==> src/design/sbc_pkg.sv <==
`timescale 1ns / 1ps

package sbc_pkg;

    // fixed field widths
    localparam int CFG_DIM_W   = 7;
    localparam int COLOR_W     = 16;
    localparam int ORIGIN_W    = 11;
    localparam int PIX_X_W     = 9;
    localparam int PIX_Y_W     = 8;
    localparam int CFG_INDEX_W = 2;
    localparam int CFG_DATA_W  = 16;
    localparam int S_TDATA_W   = 40;
    localparam int M_TDATA_W   = 40;

    // reset values of the configuration registers
    localparam logic [CFG_DIM_W-1:0] WIDTH_RESET  = 7'd32;
    localparam logic [CFG_DIM_W-1:0] HEIGHT_RESET = 7'd32;
    localparam logic [COLOR_W-1:0]   KEY_RESET    = 16'd0;

    // configuration register indexes
    typedef enum logic [CFG_INDEX_W-1:0] {
        REG_SPRITE_WIDTH    = 2'd0,
        REG_SPRITE_HEIGHT   = 2'd1,
        REG_TRANSPARENT_KEY = 2'd2
    } cfg_reg_t;

    // input tdata layout, lowest field last
    typedef struct packed {
        logic                       pad;
        logic [COLOR_W-1:0]         color;
        logic                       mirror;
        logic signed [ORIGIN_W-1:0] origin_y;
        logic signed [ORIGIN_W-1:0] origin_x;
    } in_beat_t;

    // output tdata layout, lowest field last
    typedef struct packed {
        logic [6:0]         pad;
        logic [COLOR_W-1:0] pixel_color;
        logic [PIX_Y_W-1:0] pixel_y;
        logic [PIX_X_W-1:0] pixel_x;
    } out_beat_t;

endpackage

==> src/design/sprite_blit_color_key_flip_clip.sv <==
`timescale 1ns / 1ps

// Color-keyed sprite blitter with horizontal mirror and screen clipping.
// The s_ channel carries source pixels of a sprite in row-major order, one
// per beat, with the sprite's screen origin and a mirror flag; s_tuser marks
// the first pixel of a new sprite and restarts the column and row counters.
// The m_ channel carries one screen write (x, y, color) for each pixel that
// is not the transparent key and lands on the screen; other beats vanish.
// Width, height and key are set through the cfg_ write port; the user must
// write them only while idle, which the block itself does not enforce.
// An accepted beat passes through the input register, then the result
// register, before its write shows on m_.
// Throughput: one beat per cycle while the receiver does not stall, set by the two-stage register pipeline.
// Reset clears both counters, both valid flags and restores width 32,
// height 32 and key 0. When the receiver stalls, the result register holds
// its beat and the input register holds the next one, whether or not it
// makes a write; s_tready drops only while both registers are full.

module sprite_blit_color_key_flip_clip import sbc_pkg::*; #(
    parameter int SCREEN_W = 320,
    parameter int SCREEN_H = 240,
    parameter int MAX_DIM  = 64
) (
    input  logic                   aclk,
    input  logic                   aresetn,
    input  logic                   s_tvalid,
    output logic                   s_tready,
    input  logic [S_TDATA_W-1:0]   s_tdata,   // origin_x, origin_y, mirror, color
    input  logic                   s_tuser,   // start_req
    output logic                   m_tvalid,
    input  logic                   m_tready,
    output logic [M_TDATA_W-1:0]   m_tdata,   // pixel_x, pixel_y, pixel_color
    input  logic                   cfg_wr_en,
    input  logic [CFG_INDEX_W-1:0] cfg_index,
    input  logic [CFG_DATA_W-1:0]  cfg_wdata
);

    localparam int CNT_W = $clog2(MAX_DIM);
    localparam int DIM_W = $clog2(MAX_DIM + 1);
    localparam int CW    = (DIM_W > CFG_DIM_W) ? DIM_W : CFG_DIM_W;

    logic [CFG_DIM_W-1:0] width_reg;
    logic [CFG_DIM_W-1:0] height_reg;
    logic [COLOR_W-1:0]   key_reg;
    logic [CW-1:0]        w_raw, h_raw, w_eff, h_eff;

    logic                 s1_valid_reg, s1_valid_next;
    in_beat_t             s1_beat_reg;
    logic [CNT_W-1:0]     s1_col_reg, s1_row_reg;
    logic                 m_valid_reg, m_valid_next;
    out_beat_t            m_beat_reg;

    in_beat_t             in_beat;
    logic                 in_accept;
    logic                 out_free;
    logic [CNT_W-1:0]     pos_col, pos_row;
    out_beat_t            place_pix;
    logic                 place_visible;

    // configuration registers
    always_ff @(posedge aclk) begin
        if (!aresetn) begin
            width_reg  <= WIDTH_RESET;
            height_reg <= HEIGHT_RESET;
            key_reg    <= KEY_RESET;
        end else if (cfg_wr_en) begin
            case (cfg_reg_t'(cfg_index))
                REG_SPRITE_WIDTH:    width_reg  <= cfg_wdata[CFG_DIM_W-1:0];
                REG_SPRITE_HEIGHT:   height_reg <= cfg_wdata[CFG_DIM_W-1:0];
                REG_TRANSPARENT_KEY: key_reg    <= cfg_wdata[COLOR_W-1:0];
                default: ;
            endcase
        end
    end

    // zero acts as one, oversize acts as the largest sprite
    always_comb begin
        w_raw = CW'(width_reg);
        h_raw = CW'(height_reg);
        if (w_raw == '0) begin
            w_eff = CW'(1);
        end else if (w_raw > CW'(MAX_DIM)) begin
            w_eff = CW'(MAX_DIM);
        end else begin
            w_eff = w_raw;
        end
        if (h_raw == '0) begin
            h_eff = CW'(1);
        end else if (h_raw > CW'(MAX_DIM)) begin
            h_eff = CW'(MAX_DIM);
        end else begin
            h_eff = h_raw;
        end
    end

    // handshake: result register frees when empty or taken
    assign in_beat   = in_beat_t'(s_tdata);
    assign out_free  = !m_valid_reg || m_tready;
    assign s_tready  = !s1_valid_reg || out_free;
    assign in_accept = s_tvalid && s_tready;

    sbc_pos_counter #(
        .CNT_W (CNT_W),
        .CW    (CW)
    ) u_counter (
        .aclk    (aclk),
        .aresetn (aresetn),
        .step    (in_accept),
        .start   (s_tuser),
        .dim_w   (w_eff),
        .dim_h   (h_eff),
        .pos_col (pos_col),
        .pos_row (pos_row)
    );

    // input register
    assign s1_valid_next = in_accept || (s1_valid_reg && !out_free);

    always_ff @(posedge aclk) begin
        if (!aresetn) begin
            s1_valid_reg <= 1'b0;
        end else begin
            s1_valid_reg <= s1_valid_next;
        end
    end

    always_ff @(posedge aclk) begin
        if (in_accept) begin
            s1_beat_reg <= in_beat;
            s1_col_reg  <= pos_col;
            s1_row_reg  <= pos_row;
        end
    end

    sbc_placer #(
        .SCREEN_W (SCREEN_W),
        .SCREEN_H (SCREEN_H),
        .CNT_W    (CNT_W),
        .CW       (CW)
    ) u_placer (
        .beat    (s1_beat_reg),
        .col     (s1_col_reg),
        .row     (s1_row_reg),
        .dim_w   (w_eff),
        .key     (key_reg),
        .pix     (place_pix),
        .visible (place_visible)
    );

    // result register
    always_comb begin
        m_valid_next = m_valid_reg && !m_tready;
        if (out_free && s1_valid_reg && place_visible) begin
            m_valid_next = 1'b1;
        end
    end

    always_ff @(posedge aclk) begin
        if (!aresetn) begin
            m_valid_reg <= 1'b0;
        end else begin
            m_valid_reg <= m_valid_next;
        end
    end

    always_ff @(posedge aclk) begin
        if (out_free && s1_valid_reg && place_visible) begin
            m_beat_reg <= place_pix;
        end
    end

    assign m_tvalid = m_valid_reg;
    assign m_tdata  = M_TDATA_W'(m_beat_reg);

    // result register empties at reset
    assert property (@(posedge aclk) !aresetn |=> !m_valid_reg)
        else $error("result valid set after reset");

    // a visible pixel leaving the input register always lands in the result register
    assert property (@(posedge aclk) disable iff (!aresetn)
        (s1_valid_reg && out_free && place_visible) |=> m_valid_reg)
        else $error("visible pixel lost");

    // input stalls only while both registers are full
    assert property (@(posedge aclk) disable iff (!aresetn)
        !s_tready |-> (s1_valid_reg && m_valid_reg))
        else $error("input stalled with room");

    // a write always lies on the screen when coordinates fit the fields
    assert property (@(posedge aclk) disable iff (!aresetn)
        (m_valid_reg && (SCREEN_W <= 512) && (SCREEN_H <= 256)) |->
        ((32'(m_beat_reg.pixel_x) < SCREEN_W) && (32'(m_beat_reg.pixel_y) < SCREEN_H)))
        else $error("write off screen");

endmodule

==> src/design/sbc_pos_counter.sv <==
`timescale 1ns / 1ps

module sbc_pos_counter import sbc_pkg::*; #(
    parameter int CNT_W = 6,
    parameter int CW    = 7
) (
    input  logic             aclk,
    input  logic             aresetn,
    input  logic             step,
    input  logic             start,
    input  logic [CW-1:0]    dim_w,
    input  logic [CW-1:0]    dim_h,
    output logic [CNT_W-1:0] pos_col,
    output logic [CNT_W-1:0] pos_row
);

    logic [CNT_W-1:0] col_reg, col_next;
    logic [CNT_W-1:0] row_reg, row_next;
    logic [CW-1:0]    col_inc;
    logic [CW-1:0]    row_inc;

    // a start beat sits at the sprite's top-left corner
    assign pos_col = start ? '0 : col_reg;
    assign pos_row = start ? '0 : row_reg;

    // step with wrap on reached-or-passed
    always_comb begin
        col_inc  = CW'(pos_col) + CW'(1);
        row_inc  = CW'(pos_row);
        col_next = CNT_W'(col_inc);
        if (col_inc >= dim_w) begin
            col_next = '0;
            row_inc  = CW'(pos_row) + CW'(1);
        end
        row_next = CNT_W'(row_inc);
        if (row_inc >= dim_h) begin
            row_next = '0;
        end
    end

    always_ff @(posedge aclk) begin
        if (!aresetn) begin
            col_reg <= '0;
            row_reg <= '0;
        end else if (step) begin
            col_reg <= col_next;
            row_reg <= row_next;
        end
    end

endmodule

==> src/design/sbc_placer.sv <==
`timescale 1ns / 1ps

module sbc_placer import sbc_pkg::*; #(
    parameter int SCREEN_W = 320,
    parameter int SCREEN_H = 240,
    parameter int CNT_W    = 6,
    parameter int CW       = 7
) (
    input  in_beat_t         beat,
    input  logic [CNT_W-1:0] col,
    input  logic [CNT_W-1:0] row,
    input  logic [CW-1:0]    dim_w,
    input  logic [COLOR_W-1:0] key,
    output out_beat_t        pix,
    output logic             visible
);

    localparam int XW = ((CW > ORIGIN_W) ? CW : ORIGIN_W) + 3;

    logic signed [XW-1:0] ox_ext;
    logic signed [XW-1:0] oy_ext;
    logic signed [XW-1:0] col_ext;
    logic signed [XW-1:0] row_ext;
    logic signed [XW-1:0] w_ext;
    logic signed [XW-1:0] x_pos;
    logic signed [XW-1:0] y_pos;
    logic                 on_screen;

    // screen position, mirrored about the sprite's own width
    always_comb begin
        ox_ext  = XW'(beat.origin_x);
        oy_ext  = XW'(beat.origin_y);
        col_ext = $signed(XW'(col));
        row_ext = $signed(XW'(row));
        w_ext   = $signed(XW'(dim_w));
        if (beat.mirror) begin
            x_pos = ox_ext + w_ext - $signed(XW'(1)) - col_ext;
        end else begin
            x_pos = ox_ext + col_ext;
        end
        y_pos = oy_ext + row_ext;
    end

    // clip to the screen and drop keyed pixels
    assign on_screen = (x_pos >= $signed(XW'(0))) && (x_pos < $signed(XW'(SCREEN_W)))
                    && (y_pos >= $signed(XW'(0))) && (y_pos < $signed(XW'(SCREEN_H)));
    assign visible   = (beat.color != key) && on_screen;

    always_comb begin
        pix             = '0;
        pix.pixel_x     = x_pos[PIX_X_W-1:0];
        pix.pixel_y     = y_pos[PIX_Y_W-1:0];
        pix.pixel_color = beat.color;
    end

endmodule
==> config.mk <==
export PLATFORM = sky130hd
export DESIGN_NAME = sprite_blit_color_key_flip_clip
export DESIGN_NICKNAME = d
export VERILOG_FILES = /design/src/design/sbc_pkg.sv /design/src/design/sprite_blit_color_key_flip_clip.sv /design/src/design/sbc_pos_counter.sv /design/src/design/sbc_placer.sv
export SDC_FILE = /design/constraint.sdc
export NUM_CORES = 1
export LEC_CHECK = 0
export ABC_AREA = 1
export BUFFER_PORTS_ARGS = -buffer_cell sky130_fd_sc_hd__buf_2
export CAP_MARGIN = 20
export CORE_ASPECT_RATIO = 1.75
export CORE_MARGIN = 2
export CORE_UTILIZATION = 64
export CTS_BUF_LIST = sky130_fd_sc_hd__clkbuf_4
export CTS_CLUSTER_SIZE = 24
export DETAILED_ROUTE_END_ITERATION = 10
export PLACE_DENSITY = 0.89
export SLEW_MARGIN = 20
export SYNTH_ARGS = -nofsm -noshare
export SYNTH_HDL_FRONTEND = slang
export SYNTH_SLANG_ARGS = --single-unit
==> constraint.sdc <==
create_clock -name aclk -period 7.3 [get_ports aclk]
set_clock_uncertainty 0.05 [all_clocks]
set_input_delay 0.73 -clock aclk [delete_from_list [all_inputs] [get_ports aclk]]
set_output_delay 0.73 -clock aclk [all_outputs]
set_load 0.02 [all_outputs]
==> key figures <==
Floorplan
  • I/O pin total: 106
  • Row cnt: 50
  • Core Area: 10600 um2
  • Die Wd: 82.8 um
  • Initial Utilization: 65.5%
  • Die ar.: 11800 um2
  • Die Y: 142 um

Clocking
  • Post-CTS Setup Bufs: 0
  • Hold buffer count at cts: 0
  • CTS tree: built
  • Clk pin slew, worst setup/hold paths: 0.13 ns
  • Cts bufs inserted: 17
  • Post-CTS Resized: 0
  • Htree depth: 4
  • Clk_lat worst skew: 0.53 ns
  • CTS Sinks: 128
  • Root buf cell: clkbuf_4
  • CTS Buffer Depth: 2

Detailed routing
  • Final ANT Viol Nets: 0
  • Drt via density: 5.45
  • Via count: 5654
  • # DRC: 0
  • TritonRoute pass-1 iters: 5
  • First DRT Iteration DRCs: 238
  • Final wirelength: 14.6 mm
  • WL/cell: 14.1 um

Yosys
  • FF+latch count, synth: 128
  • Number of flops mapped to enable cells by yosys: 84
  • Top FF cell, synth: edfxtp_1
  • Post-synthesis sequential area ratio: 48.9%
  • Cell area after synthesis: 6960 um2
  • Number of distinct library cells after synthesis: 45
  • Avg Synthesized Cell Area: 8.81 um2
  • Post-synthesis cell count: 790
  • FFs w/ async S/R, synth: 0%
  • Synth warn: 0

Power and ir drop
  • Worst vdd ir: 150 uV
  • Leakage: 3.60 nW
  • PD cells: 204 nW/um2

Hold path
  • WHS Endpoint: s1_beat_reg[23]
  • Worst hold stages: 1
  • Hold crit path type: input port to register
  • Origin of the worst min-delay path: s_tdata[23]

Critical path
  • Reg-to-Reg Start: w_raw[2]
  • CP top delay family: simple AND/OR/NAND/NOR gates
  • Worst path slowest cell: fa_1
  • Crit path depth: 25
  • Critical path launch point type: register
  • Most used cell, CP: nand2_1
  • FF-to-FF End: m_tdata[16]
  • R2r setup slk: 2.56 ns
  • R2r worst-path depth: 25
  • Crit Path Class: register to register
  • CP required: 7.42 ns
  • Slowest stage delay, CP: 0.43 ns
  • Maximum fanout along the worst path: 33
  • WP data arrival: 4.85 ns
  • CP Capture Type: register
  • Buffer and inverter count on the worst path: 5

STA
  • Endpoints failing setup: 0
  • Fin crit share: 64.9%
  • Setup TNS: 0 ns
  • Max frequency: 211 MHz
  • Slew headroom: 34.4%
  • RSZ-0062 raised after global routing: false
  • Min Tclk post-route: 4.74 ns
  • Pin slew with the least headroom to its limit: 0.981 ns
  • Final Max Tran Viols: 0
  • Hold Vio Cnt, Final: 0
  • Worst hold margin: 0.311 ns

Global routing
  • Global-route wire length before repair: 23.7 mm
  • Initial antenna violation count: 1
  • GRT overflow: 0
  • Largest net degree at the start of global routing: 46
  • Total global-route track usage: 25.4%
  • Vias in the first global route: 5594

Placed design
  • # port buffers: 97
  • Hpwl dp: 11.2 mm
  • Placer Congestion: 0.898
  • Placed cell areas: 7530 um2

Finish
  • Share of cells above drive strength 1: 18.3%
  • Max FFs per register: 39
  • Register Area: 3400 um2
  • Commonest cells after routing, fill and taps aside: 163 x nand2_1, 103 x inv_1, 97 x buf_2
  • Post-Route Utilization: 73.1%
  • Most common cell after layout, fill and taps aside: nand2_1
  • Layout net count: 1003
  • Layout area overhead: 11.7%
  • Area of the multi-input gates: 3060 um2
  • Design area: 7770 um2
  • Filler cells: 826

Status
  • Status: complete, no violations

Run
  • Max cap viols: 0
Yosys cell counts (2+ instances only):
| master | instances | share of area, % |
|---|---|---|
| nor3_1 | 5 | 0.36 |
| or2_1 | 3 | 0.27 |
| nor2_4 | 2 | 0.32 |
| clkinv_1 | 3 | 0.16 |
| nor2_2 | 5 | 0.45 |
| a211oi_1 | 5 | 0.54 |
| inv_1 | 104 | 5.6 |
| nand3_1 | 47 | 3.4 |
| a31oi_1 | 2 | 0.18 |
| clkbuf_1 | 11 | 0.59 |
| nand2_4 | 2 | 0.32 |
| nand2_1 | 163 | 8.8 |
| ha_1 | 41 | 7.4 |
| xor2_1 | 23 | 2.9 |
| nor2_1 | 72 | 3.9 |
| edfxtp_1 | 84 | 36 |
| a21oi_2 | 2 | 0.25 |
| fa_1 | 4 | 1.2 |
| buf_4 | 7 | 0.75 |
| o21ai_0 | 45 | 3.2 |
| o21ai_1 | 5 | 0.36 |
| a21oi_1 | 51 | 3.7 |
| dfxtp_1 | 44 | 13 |
| nand4_1 | 7 | 0.63 |
| nand3_2 | 7 | 1.0 |
| nand2_2 | 11 | 0.99 |
| nand3b_1 | 3 | 0.32 |
| inv_2 | 3 | 0.16 |
| xnor2_1 | 13 | 1.6 |
report_power, final:
| group | internal [W] | leakage, nW | switching [W] | total (W) |
|---|---|---|---|---|
| Sequential | 0.000814 | 1.16 | 0.0000265 | 0.000840 |
| Combinational | 0.000121 | 2.32 | 0.000206 | 0.000327 |
| Clock | 0.000137 | 0.117 | 0.000280 | 0.000417 |
worst max path at each step:
stage,from,to,slack [ns]
after CTS,w_raw[5],m_tdata[10],2.62
after global routing,w_raw[2],m_tdata[16],2.18
after floorplan,s_tuser,u_counter.row_reg[0],3.23
final,w_raw[2],m_tdata[16],2.56
after detailed placement,s_tuser,u_counter.row_reg[0],2.63
after global placement,s_tuser,u_counter.row_reg[0],2.71
logic make-up (layout without fill, tap and decap cells):
group	after synthesis	after routing	synth area share (%)
other cells	1	8	0.0539
xor+xnor	36	36	4.53
buf+inv	130	241	7.55
fa+ha+maj	45	45	8.52
flops	128	128	48.9
simple gates	331	331	21.1
compound gates	119	119	9.36
area by class of cell:
class | count | area share, %
Clock inverter | 15 | 1.42
Inverter | 110 | 5.31
Antenna cell | 1 | 0.0322
Timing Repair Buffer | 99 | 6.44
Sequential cell | 128 | 43.8
Tap cell | 130 | 2.09
Multi-Input combinational cell | 538 | 39.3
Clock buffer | 17 | 1.64
layer usage:
layer	wire length, um	vias to the layer above	global-route usage [%]
li1	-	2805	-
met1	4860	2577	22.3
met2	8210	206	50.2
met3	736	66	5.86
met4	804	0	16.4
met5	0	-	0
stage by stage:
stage | setup slack, ns | cells | power [W]
after CTS | 2.62 | 1037 | 0.00159
after floorplan | 3.23 | 796 | 0.00110
final | 2.56 | 1038 | 0.00158
after global routing | 2.18 | 1038 | 0.00167
after global placement | 2.71 | 1005 | 0.00116
after detailed placement | 2.63 | 1005 | 0.00118
worst register-to-register path, stage by stage, from the launching register on:
cell	delay, ns
dfxtp_1	0.35
nor2_1	0.10
nand3_1	0.07
o21ai_0	0.36
ha_1	0.25
inv_1	0.06
fa_1	0.43
inv_1	0.08
nand2_1	0.05
nand2_1	0.15
nand2_1	0.09
xnor2_1	0.13
ha_1	0.35
nand2_1	0.10
nor3b_1	0.21
nor2_1	0.12
nor2_2	0.17
inv_1	0.10
nand3_1	0.11
nand3_1	0.11
nand2_1	0.12
nand3_1	0.10
nand2_1	0.11
nand3_2	0.11
inv_1	0.07
buf_4	0.41
No activity file was read; power rests on OpenSTA's default activity.
